$ cat config.mk
export PLATFORM = sky130hd
export DESIGN_NAME = c8_ram
export DESIGN_NICKNAME = d
export VERILOG_FILES = /design/src/sv/c8_ram.sv
export SDC_FILE = /design/constraint.sdc
export NUM_CORES = 1
export LEC_CHECK = 0
export ABC_AREA = 1
export BUFFER_PORTS_ARGS = -buffer_cell sky130_fd_sc_hd__buf_2
export CAP_MARGIN = 20
export CORE_ASPECT_RATIO = 1.2
export CORE_MARGIN = 5
export CORE_UTILIZATION = 40
export DETAILED_ROUTE_END_ITERATION = 8
export GPL_ROUTABILITY_DRIVEN = 0
export PLACE_DENSITY_LB_ADDON = 0.15
export SKIP_CTS_REPAIR_TIMING = 1
export SLEW_MARGIN = 20
export SYNTH_ARGS = -nofsm -noshare
export SYNTH_HDL_FRONTEND = slang
export SYNTH_SLANG_ARGS = --single-unit
$ cat constraint.sdc
create_clock -name clk_i -period 2.05 [get_ports clk_i]
set_input_delay 0.205 -clock clk_i [delete_from_list [all_inputs] [get_ports clk_i]]
set_output_delay 0.205 -clock clk_i [all_outputs]
set_load 0.02 [all_outputs]
$ cat src/sv/c8_ram.sv
// Generic single write port, single read port RAM with registered read data.
`timescale 1ns / 1ps
module c8_ram #(
  parameter int WIDTH = 8,
  parameter int DEPTH = 16
) (
  input  logic                     clk_i,
  input  logic                     we_i,
  input  logic [$clog2(DEPTH)-1:0] waddr_i,
  input  logic [WIDTH-1:0]         wdata_i,
  input  logic [$clog2(DEPTH)-1:0] raddr_i,
  output logic [WIDTH-1:0]         rdata_o
);
  logic [WIDTH-1:0] mem [DEPTH];
  logic [WIDTH-1:0] rdata_q;

  always_ff @(posedge clk_i) begin
    if (we_i) begin
      mem[waddr_i] <= wdata_i;
    end
    rdata_q <= mem[raddr_i];
  end

  assign rdata_o = rdata_q;
endmodule

Yosys cells after proc, flatten, opt, wreduce, memory -nomap -nowiden
Memories as Yosys holds them, arrays and structs flattened. A register that Yosys moved wholly into a read port is not among the register bits.
Cells that the tools add are included.
{ "totals": {"ramBits": 128, "memories": 1, "out_inout_bits": 8, "reg_bits": 0} }
{ "op_classes": {"muxes": 2} }
{ "memory_table": {"columns": ["name", "words", "word_bits", "read_ports", "rd_clocked_by_memory_dff", "wr", "line", "source"], "rows": [
  ["mem", 16, 8, 1, 1, 1, "14", "logic [WIDTH-1:0] mem [DEPTH];"]
]} }
{ "ops": {"columns": ["cell", "n"], "rows": [
  ["$mux 1", 2]
]} }

Longest topological paths before layout
{ "depth": {"depth_word": 2, "mapped_depth": 8} }

Least setup slack after synthesis
No wires, ideal clock.
{ "synth_timing": {"path_kind": "input to register", "startpoint": "input port waddr_i[2]", "endpoint": "memory mem[10][0] (enable)", "setup_ns": 0.370, "slack_ns": 0.894, "t_required_ns": 1.680, "stages": 2, "t_arrival_ns": 0.786, "path_cell_list": "nand3b_1 > nor2_1"} }
{ "synth_rtl": {"columns": ["item", "line", "source"], "rows": [
  ["from (decl)", "9", "input logic [$clog2(DEPTH)-1:0] waddr_i,"],
  ["to (decl)", "14", null]
]} }
No word-level cell before the write port.

==> flow_summary.ini <==
[place]
dpl_cell_area_um2 = 6105
port_buffers = 25
place_ws_ns = 0.4022
dpl.hpwl_um = 8591

[setup_path]
crit_path_start_kind = primary input
crit_arrival_ns = 1.49
required_ns = 2.34
path_max_fanout = 64
path_class = in2reg
critPathCaptureType = flip-flop

[timing]
period_needed_ns = 1.197
slew_headroom_pct = 50.70
fmax_mhz = 835.7
setup_viol = 0
worst_slack_ns = 0.8533
hold_viol = 0
slew_violations = 0
fin_skew_ns = 0.008114
rsz0062_at_grt = no
max_slew.worst_pin.slew_ns = 0.7367
final.period_utilization_pct = 58.37
fin_tns_setup_ns = 0

[clocking]
cts.reportedPaths.clkPinSlew_ns = 0.06
worstSkewPairLatency_ns = 0.41
cts_buffer_depth = 2
cts_buffers = 17
cts-root-buf = clkbuf_16
cts_max_level = 4
cts_tree = built
cts.sinks = 136

[synthesis]
synth-seq-cells = 136
ys_types = 12
synth_top_area_cell = edfxtp_1
postSynthCellCount = 551
synth_warnings = 0
syn_avg_cell_area_um2 = 10.47
synth_top_area_share_pct = 66.65
synth_area_leaders = edfxtp_1 (67%), nand2_1 (11%), nand3_1 (8.4%)
synth_seq_area_share_pct = 69.43
syn_nets = 569
syn_area_um2 = 5767

[global_route]
grt_pass1_vias = 3647
grt_pass1_wl_um = 21190
grt.total_usage_pct = 16.89
grt_max_degree = 65
overflow = 0
antenna_found_initial = 0

[floorplanning]
rows = 48
start_util_pct = 40.34
die_area_um2 = 16930
dieWidth_um = 119.6
die_h_um = 141.5
core_um2 = 14290
ios = 26

[route]
wirelength_um = 13660
ant_nets = 0
vias_per_cell = 4.830
drc = 0
wire_per_inst_um = 17.60
dr.pass1.iters = 5
vias = 3748
drt_iter0_drc = 212

[pwr]
p_leak_uw = 0.002893
ir_worst_vdd_uv = 623.9
power_density_nw_per_um2 = 993.2

[layout]
nFillCells = 1361
drive_gt1_share_pct = 12.15
synthToLayoutAreaGrowth_pct = 16.45
nets = 607
antennaDiodeCount = 0
final_area_um2 = 6715
fin_util_pct = 46.98

[min_path]
min_path_type = in2reg

[run_status]
outcome = complete, no violations

[job]
maxCapViolations = 0
## through the flow
stage	hold slack (ns)	std cells	power, uW
6_report	0.1713	776	6670
5_1_grt	0.1735	776	6882
4_1_cts	0.1598	776	6718
3_5_place_dp	0.5924	745	3593
3_3_place_gp	0.5952	745	3591
2_1_floorplan	0.3039	551	3423
## final timing paths
check	startpoint	end	slack, ns	depth (start not counted)
setup / recovery	raddr_i[0]	rdata_o[4]	0.85	7
hold / removal	raddr_i[3]	rdata_o[2]	0.17	3
setup reg to reg	mem[1][5]	rdata_o[5]	0.99	6
hold reg to reg	mem[13][2]	rdata_o[2]	0.67	6
## per-layer routing
metal / vias up / GRT usage, % / wire (um)
met1: 1791 / 22.21 / 6003
li1: 1846 / - / -
met5: - / 0 / 0
met4: 0 / 6.152 / 297
met2: 90 / 28.10 / 6815
met3: 21 / 3.150 / 543
## worst max-delay path: stages
cell     delay (ns)
buf_2          0.09
buf_4          0.56
nand2_1        0.14
nand3_1        0.12
nand3_1        0.11
nand3_1        0.17
nand2_1        0.06
## cells in the final DEF, fill, tap and decap left out
| cell type | synthesis | final |
|---|---|---|
| buf_12 | 0 | 2 |
| clkbuf_16 | 0 | 17 |
| nand3_1 | 97 | 97 |
| nand2_1 | 173 | 173 |
| clkinvlp_4 | 0 | 6 |
| buf_4 | 4 | 16 |
| buf_2 | 13 | 25 |
| bufinv_16 | 0 | 4 |
| inv_1 | 100 | 100 |
| nand3b_1 | 2 | 2 |
| inv_2 | 2 | 2 |
| clkbuf_1 | 0 | 2 |
| dfxtp_1 | 8 | 8 |
| nor2_1 | 17 | 17 |
| clkinv_4 | 0 | 1 |
| edfxtp_1 | 128 | 128 |
| clkinv_1 | 0 | 1 |
## synth_stat cells
master    number
buf_1          1
inv_1        100
buf_6          6
buf_4          4
inv_2          2
dfxtp_1        8
nand3_1       97
buf_2         13
nand2_1      173
edfxtp_1     128
nor2_1        17
nand3b_1       2
## report_power, final
group	switching, uW	total, uW	internal (uW)
clock	1120	3140	2020
combinational	287	398	112
sequential	22.1	3130	3110
## sequential cells by signal (all words and copies together), names as in the netlist
| signal | count |
|---|---|
| mem | 128 |
| rdata_o | 8 |
## kinds of logic after synthesis
family	synth area share, %
buf+inv	9.525
simple gates	21.05
flops	69.43
## area by class of cell
type | instances | area [um^2] | area share [%]
Sequential cell | 136 | 4004 | 59.62
Multi-Input combinational cell | 289 | 1214 | 18.07
Timing Repair Buffer | 43 | 285.3 | 4.248
Clock inverter | 12 | 177.7 | 2.646
Clock buffer | 19 | 432.9 | 6.447
Tap cell | 175 | 219.0 | 3.261
Inverter | 102 | 382.9 | 5.702
No activity file was read; power rests on OpenSTA's default activity.
